### config.mk
export PLATFORM = sky130hd
export DESIGN_NAME = crc16_packet_deframer
export DESIGN_NICKNAME = d
export VERILOG_FILES = /design/src/hw/rtl/crc16pd_pkg.sv /design/src/hw/rtl/crc16pd_state_mem.sv /design/src/hw/rtl/crc16pd_frame_logic.sv /design/src/hw/rtl/crc16_packet_deframer.sv
export VERILOG_INCLUDE_DIRS = /design/src /design/src/hw/rtl
export SDC_FILE = /design/constraint.sdc
export NUM_CORES = 1
export LEC_CHECK = 0
export BUFFER_PORTS_ARGS = -buffer_cell sky130_fd_sc_hd__buf_2
export CAP_MARGIN = 20
export CORE_UTILIZATION = 39
export CTS_BUF_LIST = sky130_fd_sc_hd__clkbuf_16
export DETAILED_ROUTE_END_ITERATION = 10
export GPL_TIMING_DRIVEN = 0
export HOLD_SLACK_MARGIN = 0.02
export SLEW_MARGIN = 20
export SYNTH_ARGS = -nofsm -noshare
export SYNTH_HDL_FRONTEND = slang
export SYNTH_SLANG_ARGS = --single-unit
### constraint.sdc
create_clock -name clk -period 27.7 [get_ports clk]
set_clock_uncertainty 0.15 [all_clocks]
set_input_delay 5.54 -clock clk [delete_from_list [all_inputs] [get_ports clk]]
set_output_delay 5.54 -clock clk [all_outputs]
set_load 0.01 [all_outputs]
### src/hw/rtl/crc16_packet_deframer_assert.svh
// Assertion macros used by the deframer top level.
`ifndef CRC16_PACKET_DEFRAMER_ASSERT_SVH
`define CRC16_PACKET_DEFRAMER_ASSERT_SVH

// Same-cycle implication, checked at every rising edge out of reset.
`define CRC16PD_ASSERT_IMP(label, clk, rst_n, ante, cons) \
	label: assert property (@(posedge clk) disable iff (!rst_n) (ante) |-> (cons)) \
		else $error("crc16pd assertion failed");

// Next-cycle implication.
`define CRC16PD_ASSERT_NXT(label, clk, rst_n, ante, cons) \
	label: assert property (@(posedge clk) disable iff (!rst_n) (ante) |=> (cons)) \
		else $error("crc16pd assertion failed");

`endif

### src/hw/rtl/crc16pd_pkg.sv
// Types, constants and the CRC step shared by the deframer modules.
`default_nettype none
package crc16pd_pkg;

	localparam logic [7:0]  START_SHORT = 8'h02;
	localparam logic [7:0]  START_LONG  = 8'h03;
	localparam logic [7:0]  END_BYTE    = 8'h03;
	localparam logic [15:0] CRC_POLY    = 16'h1021;
	localparam logic [15:0] IDLE_MAX    = 16'hFFFF;

	localparam logic REQ_BYTE = 1'b0;
	localparam logic REQ_TICK = 1'b1;

	localparam logic CFG_MAX_PAYLOAD   = 1'b0;
	localparam logic CFG_TIMEOUT_TICKS = 1'b1;

	localparam logic [2:0] ST_OK       = 3'd0;
	localparam logic [2:0] ST_CRC      = 3'd1;
	localparam logic [2:0] ST_END_BYTE = 3'd2;
	localparam logic [2:0] ST_LENGTH   = 3'd3;
	localparam logic [2:0] ST_TIMEOUT  = 3'd4;

	typedef enum logic [6:0] {
		PH_HUNT    = 7'b0000001,
		PH_LEN_HI  = 7'b0000010,
		PH_LEN_LO  = 7'b0000100,
		PH_PAYLOAD = 7'b0001000,
		PH_CRC_HI  = 7'b0010000,
		PH_CRC_LO  = 7'b0100000,
		PH_END     = 7'b1000000
	} phase_t;

	typedef struct packed {
		phase_t      phase;
		logic        long_frame;
		logic [15:0] declared_length;
		logic [15:0] bytes_seen;
		logic [15:0] running_crc;
		logic [15:0] received_crc;
		logic [15:0] idle_count;
	} frame_state_t;

	typedef struct packed {
		logic        valid;
		logic [7:0]  data_byte;
		logic        frame_end;
		logic [2:0]  frame_status;
		logic [15:0] payload_length;
	} result_t;

	localparam frame_state_t STATE_RESET = '{
		phase:           PH_HUNT,
		long_frame:      1'b0,
		declared_length: 16'h0000,
		bytes_seen:      16'h0000,
		running_crc:     16'h0000,
		received_crc:    16'h0000,
		idle_count:      16'h0000
	};

	// CRC16, poly 0x1021, MSB first, one byte per call
	function automatic logic [15:0] crc16_step(input logic [15:0] crc, input logic [7:0] b);
		logic [15:0] c;
		c = crc ^ {b, 8'h00};
		for (int i = 0; i < 8; i++) begin
			c = c[15] ? ({c[14:0], 1'b0} ^ CRC_POLY) : {c[14:0], 1'b0};
		end
		return c;
	endfunction

endpackage
`default_nettype wire

### src/hw/rtl/crc16pd_state_mem.sv
// Frame context memory: synchronous read, write-back, forwarding of a same-edge write.
`default_nettype none
module crc16pd_state_mem
	import crc16pd_pkg::*;
(
	input  wire          clk,
	input  wire          arst_n,
	input  wire          rd_en,
	input  wire          we,
	input  frame_state_t wdata,
	output frame_state_t rdata
);

	frame_state_t mem [1];
	frame_state_t rd_q;
	frame_state_t wfwd_q;
	logic         ent_valid_q;
	logic         rd_inv_q;
	logic         fwd_q;

	always_ff @(posedge clk) begin
		if (we) begin
			mem[0] <= wdata;
			wfwd_q <= wdata;
		end
		if (rd_en) begin
			rd_q <= mem[0];
		end
	end

	always_ff @(posedge clk or negedge arst_n) begin
		if (!arst_n) begin
			ent_valid_q <= 1'b0;
			rd_inv_q    <= 1'b0;
			fwd_q       <= 1'b0;
		end else begin
			if (we) begin
				ent_valid_q <= 1'b1;
			end
			if (rd_en) begin
				rd_inv_q <= !ent_valid_q;
				fwd_q    <= we;	// read raced a write-back: use the written value
			end
		end
	end

	assign rdata = fwd_q ? wfwd_q : (rd_inv_q ? STATE_RESET : rd_q);

endmodule
`default_nettype wire

### src/hw/rtl/crc16pd_frame_logic.sv
// Per-item frame update: next context and the optional result.
`default_nettype none
module crc16pd_frame_logic
	import crc16pd_pkg::*;
(
	input  frame_state_t cur,
	input  wire          req_type,
	input  wire  [7:0]   rx_byte,
	input  wire  [15:0]  max_payload,
	input  wire  [15:0]  timeout_ticks,
	output frame_state_t nxt,
	output result_t      res
);

	logic [15:0] crc_new;
	logic [15:0] cnt_inc;
	logic [15:0] len_full;
	logic [15:0] idle_inc;

	assign crc_new  = crc16_step(cur.running_crc, rx_byte);
	assign cnt_inc  = cur.bytes_seen + 16'd1;
	assign len_full = cur.declared_length | {8'h00, rx_byte};
	assign idle_inc = (cur.idle_count != IDLE_MAX) ? (cur.idle_count + 16'd1) : cur.idle_count;

	always_comb begin
		nxt = cur;
		res = '0;
		if (req_type == REQ_TICK) begin
			if (cur.phase != PH_HUNT) begin
				nxt.idle_count = idle_inc;
				if (idle_inc >= timeout_ticks) begin
					res.valid          = 1'b1;
					res.frame_end      = 1'b1;
					res.frame_status   = ST_TIMEOUT;
					res.payload_length = cur.declared_length;
					nxt.phase          = PH_HUNT;
					nxt.idle_count     = 16'h0000;
				end
			end
		end else begin
			nxt.idle_count = 16'h0000;
			case (cur.phase)
				PH_HUNT: begin
					if (rx_byte == START_SHORT || rx_byte == START_LONG) begin
						nxt.long_frame      = (rx_byte == START_LONG);
						nxt.declared_length = 16'h0000;
						nxt.bytes_seen      = 16'h0000;
						nxt.running_crc     = 16'h0000;
						nxt.received_crc    = 16'h0000;
						nxt.phase           = (rx_byte == START_LONG) ? PH_LEN_HI : PH_LEN_LO;
					end
				end
				PH_LEN_HI: begin
					nxt.declared_length = {rx_byte, 8'h00};
					nxt.phase           = PH_LEN_LO;
				end
				PH_LEN_LO: begin
					nxt.declared_length = len_full;
					if (len_full == 16'h0000 || len_full > max_payload) begin
						res.valid          = 1'b1;
						res.frame_end      = 1'b1;
						res.frame_status   = ST_LENGTH;
						res.payload_length = len_full;
						nxt.phase          = PH_HUNT;
					end else begin
						nxt.phase = PH_PAYLOAD;
					end
				end
				PH_PAYLOAD: begin
					nxt.running_crc = crc_new;
					nxt.bytes_seen  = cnt_inc;
					if (cnt_inc >= cur.declared_length) begin
						nxt.phase = PH_CRC_HI;
					end
					res.valid     = 1'b1;
					res.data_byte = rx_byte;
				end
				PH_CRC_HI: begin
					nxt.received_crc = {rx_byte, 8'h00};
					nxt.phase        = PH_CRC_LO;
				end
				PH_CRC_LO: begin
					nxt.received_crc = cur.received_crc | {8'h00, rx_byte};
					nxt.phase        = PH_END;
				end
				PH_END: begin
					res.valid          = 1'b1;
					res.frame_end      = 1'b1;
					res.payload_length = cur.declared_length;
					nxt.phase          = PH_HUNT;
					// end byte is checked before the CRC
					if (rx_byte != END_BYTE) begin
						res.frame_status = ST_END_BYTE;
					end else if (cur.received_crc != cur.running_crc) begin
						res.frame_status = ST_CRC;
					end else begin
						res.frame_status = ST_OK;
					end
				end
				default: begin
					nxt.phase = PH_HUNT;
				end
			endcase
		end
	end

endmodule
`default_nettype wire

### src/hw/rtl/crc16_packet_deframer.sv
// Top level of the CRC16 serial frame deframer.
//
//  channel  direction  handshake             payload
//  -------  ---------  --------------------  ----------------------------------------
//  in       sink       in_valid / in_ready   req_type, rx_byte
//  out      source     out_valid / out_ready data_byte, frame_end, frame_status,
//                                            payload_length
//  cfg      sink       cfg_we (no wait)      cfg_index, cfg_data
//
// One item per cycle sustained unless the output stalls. An accepted
// item issues a read of the frame context memory; in the next cycle
// the context and the item pass through the update logic, and the new
// context is written back when the stage advances. A read issued at the
// same edge as a write-back takes the written value by forwarding.
// Reset clears control flops only; the context entry reads as its reset
// value until first written. The output register stalls the update stage
// only when the item has a result and the held result is not taken.
`default_nettype none
`include "crc16_packet_deframer_assert.svh"
module crc16_packet_deframer
	import crc16pd_pkg::*;
(
	input  wire         clk,
	input  wire         arst_n,

	input  wire         in_valid,
	output logic        in_ready,
	input  wire         req_type,
	input  wire  [7:0]  rx_byte,

	output logic        out_valid,
	input  wire         out_ready,
	output logic [7:0]  data_byte,
	output logic        frame_end,
	output logic [2:0]  frame_status,
	output logic [15:0] payload_length,

	input  wire         cfg_we,
	input  wire         cfg_index,
	input  wire  [15:0] cfg_data
);

	// configuration
	logic [15:0] max_payload_q;
	logic [15:0] timeout_ticks_q;

	// update stage
	logic        valid_s1;
	logic        req_type_s1;
	logic [7:0]  rx_byte_s1;

	// result register
	logic        out_valid_q;
	result_t     res_q;

	frame_state_t cur_state;
	frame_state_t nxt_state;
	result_t      res;
	logic         accept;
	logic         slot_free;
	logic         adv_s1;

	always_ff @(posedge clk or negedge arst_n) begin
		if (!arst_n) begin
			max_payload_q   <= 16'd128;
			timeout_ticks_q <= 16'd100;
		end else if (cfg_we) begin
			case (cfg_index)
				CFG_MAX_PAYLOAD:   max_payload_q   <= cfg_data;
				CFG_TIMEOUT_TICKS: timeout_ticks_q <= cfg_data;
				default: ;
			endcase
		end
	end

	// stage moves on when it has no result or the output slot is free
	assign slot_free = !out_valid_q || out_ready;
	assign adv_s1    = valid_s1 && (!res.valid || slot_free);
	assign in_ready  = !valid_s1 || adv_s1;
	assign accept    = in_valid && in_ready;

	always_ff @(posedge clk or negedge arst_n) begin
		if (!arst_n) begin
			valid_s1 <= 1'b0;
		end else if (in_ready) begin
			valid_s1 <= in_valid;
		end
	end

	always_ff @(posedge clk) begin
		if (accept) begin
			req_type_s1 <= req_type;
			rx_byte_s1  <= rx_byte;
		end
	end

	crc16pd_state_mem u_state_mem (
		.clk    (clk),
		.arst_n (arst_n),
		.rd_en  (accept),
		.we     (adv_s1),
		.wdata  (nxt_state),
		.rdata  (cur_state)
	);

	crc16pd_frame_logic u_frame_logic (
		.cur           (cur_state),
		.req_type      (req_type_s1),
		.rx_byte       (rx_byte_s1),
		.max_payload   (max_payload_q),
		.timeout_ticks (timeout_ticks_q),
		.nxt           (nxt_state),
		.res           (res)
	);

	always_ff @(posedge clk or negedge arst_n) begin
		if (!arst_n) begin
			out_valid_q <= 1'b0;
		end else if (adv_s1 && res.valid) begin
			out_valid_q <= 1'b1;
		end else if (out_ready) begin
			out_valid_q <= 1'b0;
		end
	end

	always_ff @(posedge clk) begin
		if (adv_s1 && res.valid) begin
			res_q <= res;
		end
	end

	assign out_valid      = out_valid_q;
	assign data_byte      = res_q.data_byte;
	assign frame_end      = res_q.frame_end;
	assign frame_status   = res_q.frame_status;
	assign payload_length = res_q.payload_length;

	// payload-byte results carry no status or length
	`CRC16PD_ASSERT_IMP(a_byte_fields, clk, arst_n, out_valid && !frame_end, frame_status == ST_OK && payload_length == 16'h0000)
	// status code stays within the defined set
	`CRC16PD_ASSERT_IMP(a_status_range, clk, arst_n, out_valid, frame_status <= ST_TIMEOUT)
	// an empty update stage never blocks the input
	`CRC16PD_ASSERT_IMP(a_empty_ready, clk, arst_n, !valid_s1, in_ready)
	// update stage only holds when a result is blocked at the output
	`CRC16PD_ASSERT_IMP(a_stall_cause, clk, arst_n, valid_s1 && !adv_s1, out_valid && !out_ready && res.valid)
	// a held result that is not taken is still there next cycle
	`CRC16PD_ASSERT_NXT(a_result_kept, clk, arst_n, out_valid && !out_ready, out_valid)

endmodule
`default_nettype wire

== After elaboration in Yosys (flattened, before gate mapping) ==
Memories as Yosys holds them, arrays and structs flattened. A register that Yosys moved wholly into a read port is not among the register bits.
Index checks and enable logic that the tools add are counted.

* ROM bits: 0
* Bits in registers: 162
* Logic and storage cells: 113
* Memories: 1
* Latch bits: 0
* Input bits: 31
* Output and inout bits: 30
* Bits in writable memories: 88

* Multiply operators: 0
* Multiplexer cells: 43
* Shift-type cells: 0
* Add/subtract/negate cells: 2
* Magnitude comparators: 3
* Bitwise logic cells: 13
* Div/mod/pow operators: 0
* Equality and inequality tests: 13
* Reduce and logical (&&, ||, !) cells: 18

{| class="wikitable"
|+ Memories
! memory !! words !! width !! read ports !! clocked after memory_dff !! wr ports !! line !! text
|-
| u_state_mem.mem || 1 || 88 || 1 || 1 || 1 || crc16pd_state_mem.sv:14 || <nowiki>frame_state_t mem [1];</nowiki>
|}

{| class="wikitable"
|+ Operator list
! operator !! number
|-
| 2-to-1 mux 88 bit || 2
|-
| 2-to-1 mux 13 bit || 8
|-
| one-hot mux 16 bit (3 select lines) || 2
|-
| 2-to-1 mux 20 bit || 4
|-
| 2-to-1 mux 72 bit || 1
|-
| 2-to-1 mux 65 bit || 1
|-
| 2-to-1 mux 16 bit || 4
|-
| one-hot mux 32 bit (2 select lines) || 1
|-
| one-hot mux 7 bit (6 select lines) || 1
|-
| one-hot mux 20 bit (2 select lines) || 1
|-
| adder 16 x 1 -> 16 bit, second input constant || 2
|-
| greater-or-equal comparator 16 bit || 2
|-
| OR 16 x 8 -> 16 bit || 2
|-
| 2-to-1 mux 7 bit || 4
|-
| inverter 3 bit || 8
|-
| == test 8 x 2 -> 1 bit, second input constant || 2
|-
| greater-than comparator 16 bit || 1
|-
| zero test 16 bit || 1
|-
| != test 16 bit || 1
|-
| != test 16 bit, second input constant || 1
|-
| bitwise XOR 16 bit || 1
|-
| 2-to-1 mux 1 bit || 10
|-
| != test 8 x 2 -> 1 bit, second input constant || 1
|-
| == test 7 x 1 -> 1 bit, second input constant || 1
|-
| 18 further kinds || 30
|}

== Logic depth before layout (Yosys ltp) ==
Gate-level depths: netlist (run 1).

* Depth after elaboration: 21
* Gate-level depth with buffers: 24

== By module ==
A second synthesis (run 1) with hierarchy kept.

* Cell total of the unflattened synthesis: 1,026
* Area total of the unflattened synthesis: 12,690.9 um^2

{| class="wikitable"
|+ By module, submodules not included
! module !! area each (um^2) !! instances !! cells each
|-
| crc16pd_state_mem || 6,299.8 || 1 || 295
|-
| crc16pd_frame_logic || 3,928.8 || 1 || 615
|-
| crc16_packet_deframer || 2,462.4 || 1 || 116
|}

== Worst setup path before layout (run 1) ==
Ideal clock, no wire load.

* Kind: input port to flip-flop
* Start point: in out_ready
* End point: mem u_state_mem.mem[0][15] in the netlist's numbering, enable pin
* Buffers on the path: 0
* Cell stages on the path: 2
* Required time: 26.885 ns
* Slack: 15.024 ns
* Arrival: 11.862 ns
* Setup time: 0.665 ns
* Cells stage by stage: nor2b_1 > a21boi_0

* Word-level cells in the longest chain between the ends: 5

{| class="wikitable"
|+ Ends and longest elaborated chain
! what !! line !! text
|-
| from (decl) || crc16_packet_deframer.sv:32 || <nowiki>input wire out_ready,</nowiki>
|-
| logical OR 1 bit || crc16_packet_deframer.sv:77 || <nowiki>assign slot_free = !out_valid_q || out_ready;</nowiki>
|-
| logical OR 1 bit || crc16_packet_deframer.sv:78 || <nowiki>assign adv_s1 = valid_s1 && (!res.valid || slot_free);</nowiki>
|-
| logical AND 1 bit || crc16_packet_deframer.sv:78 ||
|-
| named net adv_s1 || crc16_packet_deframer.sv:61 || <nowiki>logic adv_s1;</nowiki>
|-
| 2-to-1 mux 1 bit || crc16pd_state_mem.sv:22 || <nowiki>if (we) begin</nowiki>
|-
| 2-to-1 mux 1 bit (implied by the code) || crc16pd_state_mem.sv:23 || <nowiki>mem[0] <= wdata;</nowiki>
|-
| to (decl) || crc16pd_state_mem.sv:14 ||
|}

The timed path passes the listed nets, and every way through them passes these cells.

== Worst setup path after layout (run 1) ==
* Start point: reg u_state_mem.fwd_q
* End point: out in_ready

* Word-level cells in the longest chain between the ends: 11
* Elaborated cells between the ends (all ways): 23
* Classes of those cells: add/sub (1); order compare (2); eq/ne (5); mux (7); bitwise (1); reduce/logical (7)

{| class="wikitable"
|+ Ends and longest elaborated chain
! what !! line !! text
|-
| from (decl) || crc16pd_state_mem.sv:19 || <nowiki>logic fwd_q;</nowiki>
|-
| from (signal assigned) || crc16pd_state_mem.sv:42 || <nowiki>fwd_q <= we;</nowiki>
|-
| 2-to-1 mux 88 bit * || crc16pd_state_mem.sv:47 || <nowiki>assign rdata = fwd_q ? wfwd_q : (rd_inv_q ? STATE_RESET : rd_q);</nowiki>
|-
| adder 16 x 1 -> 16 bit, or another cell as far along || crc16pd_frame_logic.sv:23 || <nowiki>assign idle_inc = (cur.idle_count != IDLE_MAX) ? (cur.idle_count + 16'd1) : cur.idle_count;</nowiki>
|-
| 2-to-1 mux 16 bit, or another cell as far along || crc16pd_frame_logic.sv:23 ||
|-
| greater-or-equal comparator 16 bit or logical OR 1 bit (tied branches) || crc16pd_frame_logic.sv:31, crc16pd_frame_logic.sv:59 ||
|-
| 2-to-1 mux 1 bit, on equally long branches || crc16pd_frame_logic.sv:31, crc16pd_frame_logic.sv:59 ||
|-
| 2-to-1 mux 1 bit or one-hot mux 1 bit (2 select lines) (tied branches) || crc16pd_frame_logic.sv:29, crc16pd_frame_logic.sv:42 ||
|-
| 2-to-1 mux 1 bit * || crc16pd_frame_logic.sv:28 || <nowiki>if (req_type == REQ_TICK) begin</nowiki>
|-
| zero test 1 bit * || crc16_packet_deframer.sv:78 ||
|-
| logical OR 1 bit * || crc16_packet_deframer.sv:78 ||
|-
| logical AND 1 bit * || crc16_packet_deframer.sv:78 ||
|-
| logical OR 1 bit * || crc16_packet_deframer.sv:79 || <nowiki>assign in_ready = !valid_s1 || adv_s1;</nowiki>
|-
| to (decl) || crc16_packet_deframer.sv:27 || <nowiki>output logic in_ready,</nowiki>
|}

Mark *: on every way between the ends. The rest lies on a longest branch, timed or not.

==> flow_summary_export.csv, run 1 <==
group,metric,value,unit
run_status,status,"completed",
layout,diodes,0,
global_routing,antenna_found_initial,0,
worst_setup_path,max_stage_delay,610,ps
route,drt_iter0_drc,859,
clock_network,cts_buffers,28,
worst_setup_path,crit_type,"flop to primary output",
clock_network,root_buffer,"clkbuf_16",
layout,fill_cells,2873,
sta,max_freq,0.0783,GHz
logic_synthesis,async_reset_ff_share,14.9,%
logic_synthesis,netlist_area,0.0126,sq mm
logic_synthesis,synth_edf_count,211,
power,combPwrFrac,26.0,%
floorplanning,start_util,39.8,%
placement,gp_congestion,0.881,
worst_setup_path,crit_arrival,7080,ps
power,seq_power_share,43.5,%
logic_synthesis,synth_top_area_cell,"edfxtp_1",
layout,drive_gt1_share,14.6,%
logic_synthesis,synth_top_area_share,50.4,%
worst_setup_path,ff2ff_path_depth,24,
floorplanning,pin_count,61,
sta,layout_setup_ws,14930,ps
worst_setup_path,critPathCaptureType,"primary output",
global_routing,grt_start_max_net_pins,47,
layout,final_core_util,45.8,%
worst_setup_path,r2r_start,"u_state_mem.fwd_q$_DFFE_PN0P_",
logic_synthesis,avgSynthCellArea,11.6,sq um
logic_synthesis,yosysMostFrequentCell,"edfxtp_1",
placement,numPortBuffers,60,
power,powerDensity,81.5,mW/mm^2
route,drc,0,
worst_setup_path,cpMostUsedCell,"buf_2",
sta,tightest_slew,902,ps
clock_network,cts_buffer_depth,3,
logic_synthesis,synthCells,1082,
power,leakagePower,5.48,nW
worst_setup_path,cp_max_fo,10,
logic_synthesis,ys_seq_area_share,57.8,%
sta,hold_viol,0,
power,p_sw,373,uW
clock_network,clkSlewWorstSetupHoldPaths,60,ps
power,p_clk_share,30.5,%
route,vias,9319,
logic_synthesis,yosysUniqueCellTypes,67,
logic_synthesis,ys.flop_type,"edfxtp_1",
clock_network,cts_max_level,1,
power,internal_power,809,uW
floorplanning,row_count,65,
sta,setup_viol,0,
sta,rsz0062_at_grt,"false",
run,drv_cap,0,
floorplanning,dieArea,0.0330,sq mm
route,wirelength,34800,um
global_routing,grt_pass1_wl,53900,um
clock_network,cts_hold_buffers,0,
logic_synthesis,ys_ff_latch,248,
route,detail-route-antenna-nets,0,
placement,hpwl,24600,um
global_routing,grt_use_total,21.3,%
logic_synthesis,synth_warnings,0,
min_path,worstHoldStart,"u_state_mem.wfwd_q[62]$_DFFE_PP_",
placement,preCtsSetupSlack,15660,ps
clock_network,post-cts-setup-buffer-count,0,
placement,dpl.cell_count,1552,
layout,final_cells,1604,
clock_network,cts_resized,0,
sta,fin_crit_sh,46.1,%
worst_setup_path,crit_chain,"buf_4 -> nor2_4 -> buf_2 -> buf_2 -> a22o_1 -> ha_1 -> inv_1 -> or3_1 -> nor4_2 -> or3_1 -> nor2_1 -> xnor2_1 -> ha_1 -> o211ai_1 -> a21oi_1 -> o31ai_1 -> nand2_1 -> a32oi_2 -> nand2_1 -> nand3_1 -> buf_2",
layout,fin_nets,1261,
min_path,hp-class,"flop to flop",
power,max-vdd-ir-drop,0.0514,mV
sta,report.final.slew_viol_count,0,
floorplanning,coreArea,0.0316,sq mm
worst_setup_path,critPathRequiredTime,22010,ps
sta,slew_headroom,39.8,%
min_path,hold_depth,0,
global_routing,grt_pass1_vias,8965,
sta,fin_crit,12770,ps
floorplanning,fp.dieW,182,um
layout,syn_to_final_growth,15.2,%
logic_synthesis,syn-num-nets,1163,
route,dr.pass1.iters,5,
min_path,hold_path_end,"u_state_mem.rd_q[62]$_DFFE_PP_",
worst_setup_path,slowest_stage,"a32oi_2",
floorplanning,die-height,182,um
route,vias_per_cell,5.81,
clock_network,cts_tree,"yes",
power,sw_frac_of_total,31.6,%
worst_setup_path,start_kind,"flop",
route,wl_per_cell,21.7,um
worst_setup_path,r2r_end,"u_state_mem.wfwd_q[19]$_DFFE_PP_",
sta,setup_tns,0,ps
clock_network,worstSkewPairLatency,540,ps
logic_synthesis,synthTopCellsByArea,"edfxtp_1 (50%), dfrtp_1 (6.6%), ha_1 (5.0%)",
global_routing,grt_overflow,0,
clock_network,cts.sinks,248,
worst_setup_path,r2r_slack,19700,ps
logic_synthesis,synth_commonest_cells,"edfxtp_1 (211), nand2_1 (110), a22oi_1 (70)",
power by group through the flow:
stage	clock network [mW]	logic, mW	registers [mW]
3_3_place_gp	0	0.289	0.525
3_5_place_dp	0	0.302	0.520
2_1_floorplan	0	0.205	0.518
5_1_grt	0.380	0.338	0.521
4_1_cts	0.366	0.305	0.514
6_report	0.360	0.307	0.515
final cells by class:
| class | instances | area, sq um | area share (%) |
|---|---|---|---|
| flip-flops and latches | 248 | 7270 | 50.1 |
| multi-input cells | 731 | 4890 | 33.7 |
| clock buffers | 29 | 726 | 5.01 |
| well taps | 402 | 503 | 3.47 |
| repair buffers | 68 | 500 | 3.45 |
| plain buffers | 57 | 275 | 1.90 |
| inverters | 46 | 173 | 1.19 |
| clock inverters | 23 | 161 | 1.11 |
logic make-up (layout without fill, tap and decap cells):
family	Yosys count	in the layout	synth area share [%]
muxes	21	21	1.84
and+or+nand+nor	305	305	12.6
xor gates and xnor gates	65	65	4.52
AOI/OAI and AO/OA	290	290	14.7
DFF	248	248	57.8
adders and majority gates	50	50	4.97
buffers and inverters	103	223	3.56
sequential cells by signal (all words and copies together) (netlist names), 6 cells and up:
| signal | flops |
|---|---|
| data_byte | 8 |
| max_payload_q | 16 |
| payload_length | 16 |
| rx_byte_s1 | 8 |
| timeout_ticks_q | 16 |
| u_state_mem.mem | 6 |
| u_state_mem.rd_q | 87 |
| u_state_mem.wfwd_q | 81 |
cell usage in the layout, fill, tap and decap left out, types with 4 or more instances in the layout:
master / netlist / layout
and2_1: 14 / 14
o21ai_0: 65 / 65
nand4_1: 18 / 18
a22oi_1: 70 / 70
nor2b_1: 5 / 5
nor4_1: 8 / 8
mux2_2: 17 / 17
inv_1: 46 / 50
a21o_1: 11 / 11
o21a_1: 5 / 5
a21oi_1: 50 / 50
edfxtp_1: 211 / 211
or3_1: 7 / 7
nand2_1: 110 / 110
dfrtp_1: 33 / 33
nor3b_1: 4 / 4
mux2i_1: 4 / 4
ha_1: 50 / 50
a31oi_1: 7 / 7
clkbuf_1: 30 / 30
clkbuf_16: 0 / 29
o21ai_1: 19 / 19
clkinv_1: 0 / 10
nor2_1: 51 / 51
nor3_1: 15 / 15
buf_6: 4 / 4
and3_1: 9 / 8
o31ai_1: 4 / 4
xor2_1: 17 / 17
xnor2_1: 48 / 48
dfstp_2: 4 / 4
a22o_1: 15 / 15
nand2b_1: 13 / 13
buf_2: 19 / 79
o22ai_1: 21 / 21
buf_16: 0 / 6
nand3_1: 21 / 21
critical path: cells and delay by family, from the launching register on:
family	cells	cell delay (ps)
and+or+nand+nor	8	2480
AOI/OAI and AO/OA	5	1630
buffers and inverters	5	1080
adders and majority gates	2	570
xor gates and xnor gates	1	440
DFF	1	350
metal layers:
layer | routed length [um] | vias to the layer above | track usage (%)
met5 | 0 | - | 0
met4 | 996 | 0 | 6.85
met3 | 2690 | 68 | 3.77
met2 | 15100 | 384 | 31.8
met1 | 16000 | 4593 | 31.4
li1 | - | 4274 | -
per-stage QoR:
| step | area, sq um | power (mW) | hold slack [ps] |
|---|---|---|---|
| after CTS | 14500 | 1.19 | 296 |
| after detailed placement | 13600 | 0.823 | 283 |
| after global placement | 13400 | 0.814 | 274 |
| after floorplan | 12600 | 0.724 | 268 |
| after global routing | 14500 | 1.24 | 301 |
| final | 14500 | 1.18 | 295 |
how the worst max path moves through the flow:
stage / start / end / cells past startpoint
final: u_state_mem.fwd_q$_DFFE_PN0P_ / in_ready / 21
after global routing: u_state_mem.fwd_q$_DFFE_PN0P_ / in_ready / 21
after CTS: u_state_mem.fwd_q$_DFFE_PN0P_ / in_ready / 22
after detailed placement: out_ready / in_ready / 4
after global placement: u_state_mem.fwd_q$_DFFE_PN0P_ / u_state_mem.wfwd_q[26]$_DFFE_PP_ / 21
after floorplan: out_ready / u_state_mem.mem[0][15]$_SDFFCE_PN0P_ / 2
Power figures use the tool's default switching activity.
==> run 2, diff against run 1 <==
- clock period: 27.7 -> 11.05 ns (I/O delays scaled with it)
==> run 2 against run 1 <==
Sequential share of layout area increased by 0.13 points. Clock power increased to 2.5 times the previous value. Via count decreased by 1.2%. Final cell count decreased by 0.37%.
==> flow_summary_export.csv, run 2 (synthesis results as in run 1) <==
group,metric,value,unit
power,max-vdd-ir-drop,0.108,mV
global_routing,grt_overflow,0,
worst_setup_path,slowest_stage,"a32oi_2",
sta,rsz0062_at_grt,"false",
clock_network,cts.sinks,248,
placement,numPortBuffers,60,
route,wl_per_cell,21.7,um
route,vias_per_cell,5.76,
worst_setup_path,critPathCaptureType,"primary output",
sta,report.final.slew_viol_count,0,
sta,holdWs,300,ps
clock_network,cts_tree,"yes",
power,leakagePower,5.47,nW
layout,syn_to_final_growth,14.9,%
power,combPwrFrac,25.8,%
worst_setup_path,crit_chain,"buf_4 -> nor2_4 -> buf_2 -> buf_2 -> a22o_1 -> ha_1 -> inv_1 -> or3_1 -> nor4_2 -> or3_1 -> nor2_1 -> xnor2_1 -> ha_1 -> o211ai_1 -> a21oi_1 -> o31ai_1 -> nand2_1 -> a32oi_2 -> nand2_1 -> nand3_1 -> buf_2",
floorplanning,row_count,65,
placement,preCtsSetupSlack,2360,ps
route,drt_iter0_drc,956,
worst_setup_path,ff2ff_path_depth,22,
placement,dpl.cell_count,1551,
layout,top_register,"u_state_mem.rd_q",
route,detail-route-antenna-nets,0,
layout,drive_gt1_share,14.5,%
clock_network,cts_max_level,1,
layout,layout_commonest_cell,"edfxtp_1",
route,wirelength,34700,um
global_routing,grt_use_total,21.1,%
floorplanning,dieArea,0.0330,sq mm
layout,largest_reg_flops,87,
layout,diodes,0,
worst_setup_path,worstSetupPathDepth,21,
sta,max_freq,0.106,GHz
clock_network,post-cts-setup-buffer-count,0,
sta,layout_setup_ws,1580,ps
route,drc,0,
sta,tightest_slew,902,ps
power,sw_frac_of_total,31.0,%
route,dr.pass1.iters,5,
floorplanning,pin_count,61,
global_routing,grt_pass1_wl,53300,um
clock_network,root_buffer,"clkbuf_16",
worst_setup_path,cpLargestDelayFamily,"simple AND/OR/NAND/NOR gates",
clock_network,cts_hold_buffers,0,
floorplanning,die-height,182,um
clock_network,cts_resized,0,
run_status,status,"completed",
layout,fin_nets,1259,
global_routing,grt_start_max_net_pins,45,
sta,setup_tns,0,ps
clock_network,worstSkewPairLatency,540,ps
layout,final_core_util,45.7,%
power,p_clk_share,30.5,%
placement,hpwl,24500,um
route,vias,9208,
min_path,hold_depth,0,
sta,fin_crit_sh,85.7,%
run,drv_cap,0,
power,internal_power,2.04,mW
worst_setup_path,max_stage_delay,630,ps
worst_setup_path,crit_arrival,7110,ps
layout,reg_top3,"u_state_mem.rd_q: 87 flops, u_state_mem.wfwd_q: 81 flops",
sta,setup_viol,0,
power,p_sw,918,uW
worst_setup_path,crit_type,"flop to primary output",
global_routing,antenna_found_initial,0,
min_path,hp-class,"flop to flop",
worst_setup_path,cpMostUsedCell,"buf_2",
clock_network,cts_buffers,27,
worst_setup_path,cp_max_fo,10,
worst_setup_path,start_kind,"flop",
worst_setup_path,critPathRequiredTime,8690,ps
global_routing,grt_pass1_vias,8882,
power,seq_power_share,43.6,%
sta,hold_viol,0,
floorplanning,coreArea,0.0316,sq mm
layout,final_cell_mix,"edfxtp_1 (211), nand2_1 (110), buf_2 (79)",
power,powerDensity,205,mW/mm^2
clock_network,cts_buffer_depth,3,
placement,gp_congestion,0.885,
sta,slew_headroom,39.9,%
floorplanning,start_util,39.8,%
worst_setup_path,cp_num_buf_inv,5,
floorplanning,fp.dieW,182,um
clock_network,clkSlewWorstSetupHoldPaths,60,ps
layout,final_cells,1598,
sta,fin_crit,9470,ps
-- run 2: cell count changes in the layout (fill, tap and decap cells not counted), sizes merged --
cell      before  now
clkinvlp       1    2
clkinv        15    8
buf           95   94
clkbuf        59   57
bufinv         2    4
inv           51   52
-- run 2: worst register-to-register path: stages, from the launching register on --
cell and delay (ps):
dfrtp_1 370, buf_4 170, nor2_4 300, buf_2 370, buf_2 330, a22o_1 310, ha_1 230, inv_1 70
or3_1 460, nor4_2 570, or3_1 270, nor2_1 90, xnor2_1 420, ha_1 340, o211ai_1 110, a21oi_1 60
o31ai_1 510, nand2_1 300, a32oi_2 630, nand2_1 350, a21boi_4 710, buf_16 260, buf_16 180
-- run 2: power groups by stage --
| stage | Combinational (mW) | Clock [mW] | Sequential (mW) |
|---|---|---|---|
| global placement | 0.724 | 0 | 1.31 |
| CTS | 0.758 | 0.920 | 1.29 |
| detailed placement | 0.752 | 0 | 1.31 |
| finish | 0.764 | 0.903 | 1.29 |
| global route | 0.839 | 0.954 | 1.31 |
| floorplan | 0.515 | 0 | 1.30 |
-- run 2: stage by stage --
stage / cell area (sq um) / power (mW)
after floorplan: 12600 / 1.81
after global placement: 13400 / 2.04
after detailed placement: 13600 / 2.06
after CTS: 14500 / 2.97
after global routing: 14500 / 3.10
final: 14500 / 2.96
-- run 2: routing by layer --
layer,global-route usage (%),part of all wire (%),up-vias
met5,0,0,-
met1,30.3,45,4497
li1,-,-,4266
met3,4.59,8.1,62
met2,31.4,44,383
met4,7.22,2.8,0
-- run 2: worst paths after layout --
kind                       slack [ps]                        startpoint                          endpoint
max                              1580     u_state_mem.fwd_q$_DFFE_PN0P_                          in_ready
max reg2reg                      3190     u_state_mem.fwd_q$_DFFE_PN0P_  u_state_mem.wfwd_q[43]$_DFFE_PP_
min                               300  u_state_mem.wfwd_q[35]$_DFFE_PP_    u_state_mem.rd_q[35]$_DFFE_PP_
min in group asynchronous        1650                            arst_n   timeout_ticks_q[15]$_DFFE_PN0P_
max in group asynchronous        8530                            arst_n              valid_s1$_DFFE_PN0P_
min reg2reg                       300  u_state_mem.wfwd_q[35]$_DFFE_PP_    u_state_mem.rd_q[35]$_DFFE_PP_
-- run 2: area by class of cell --
cell class              count  area, sq um
plain buffers              57          275
clock buffers              27          676
clock inverters            20          198
fillers                  2877        17200
inverters                  46          173
multi-input cells         731         4890
flip-flops and latches    248         7270
well taps                 402          503
repair buffers             67          478
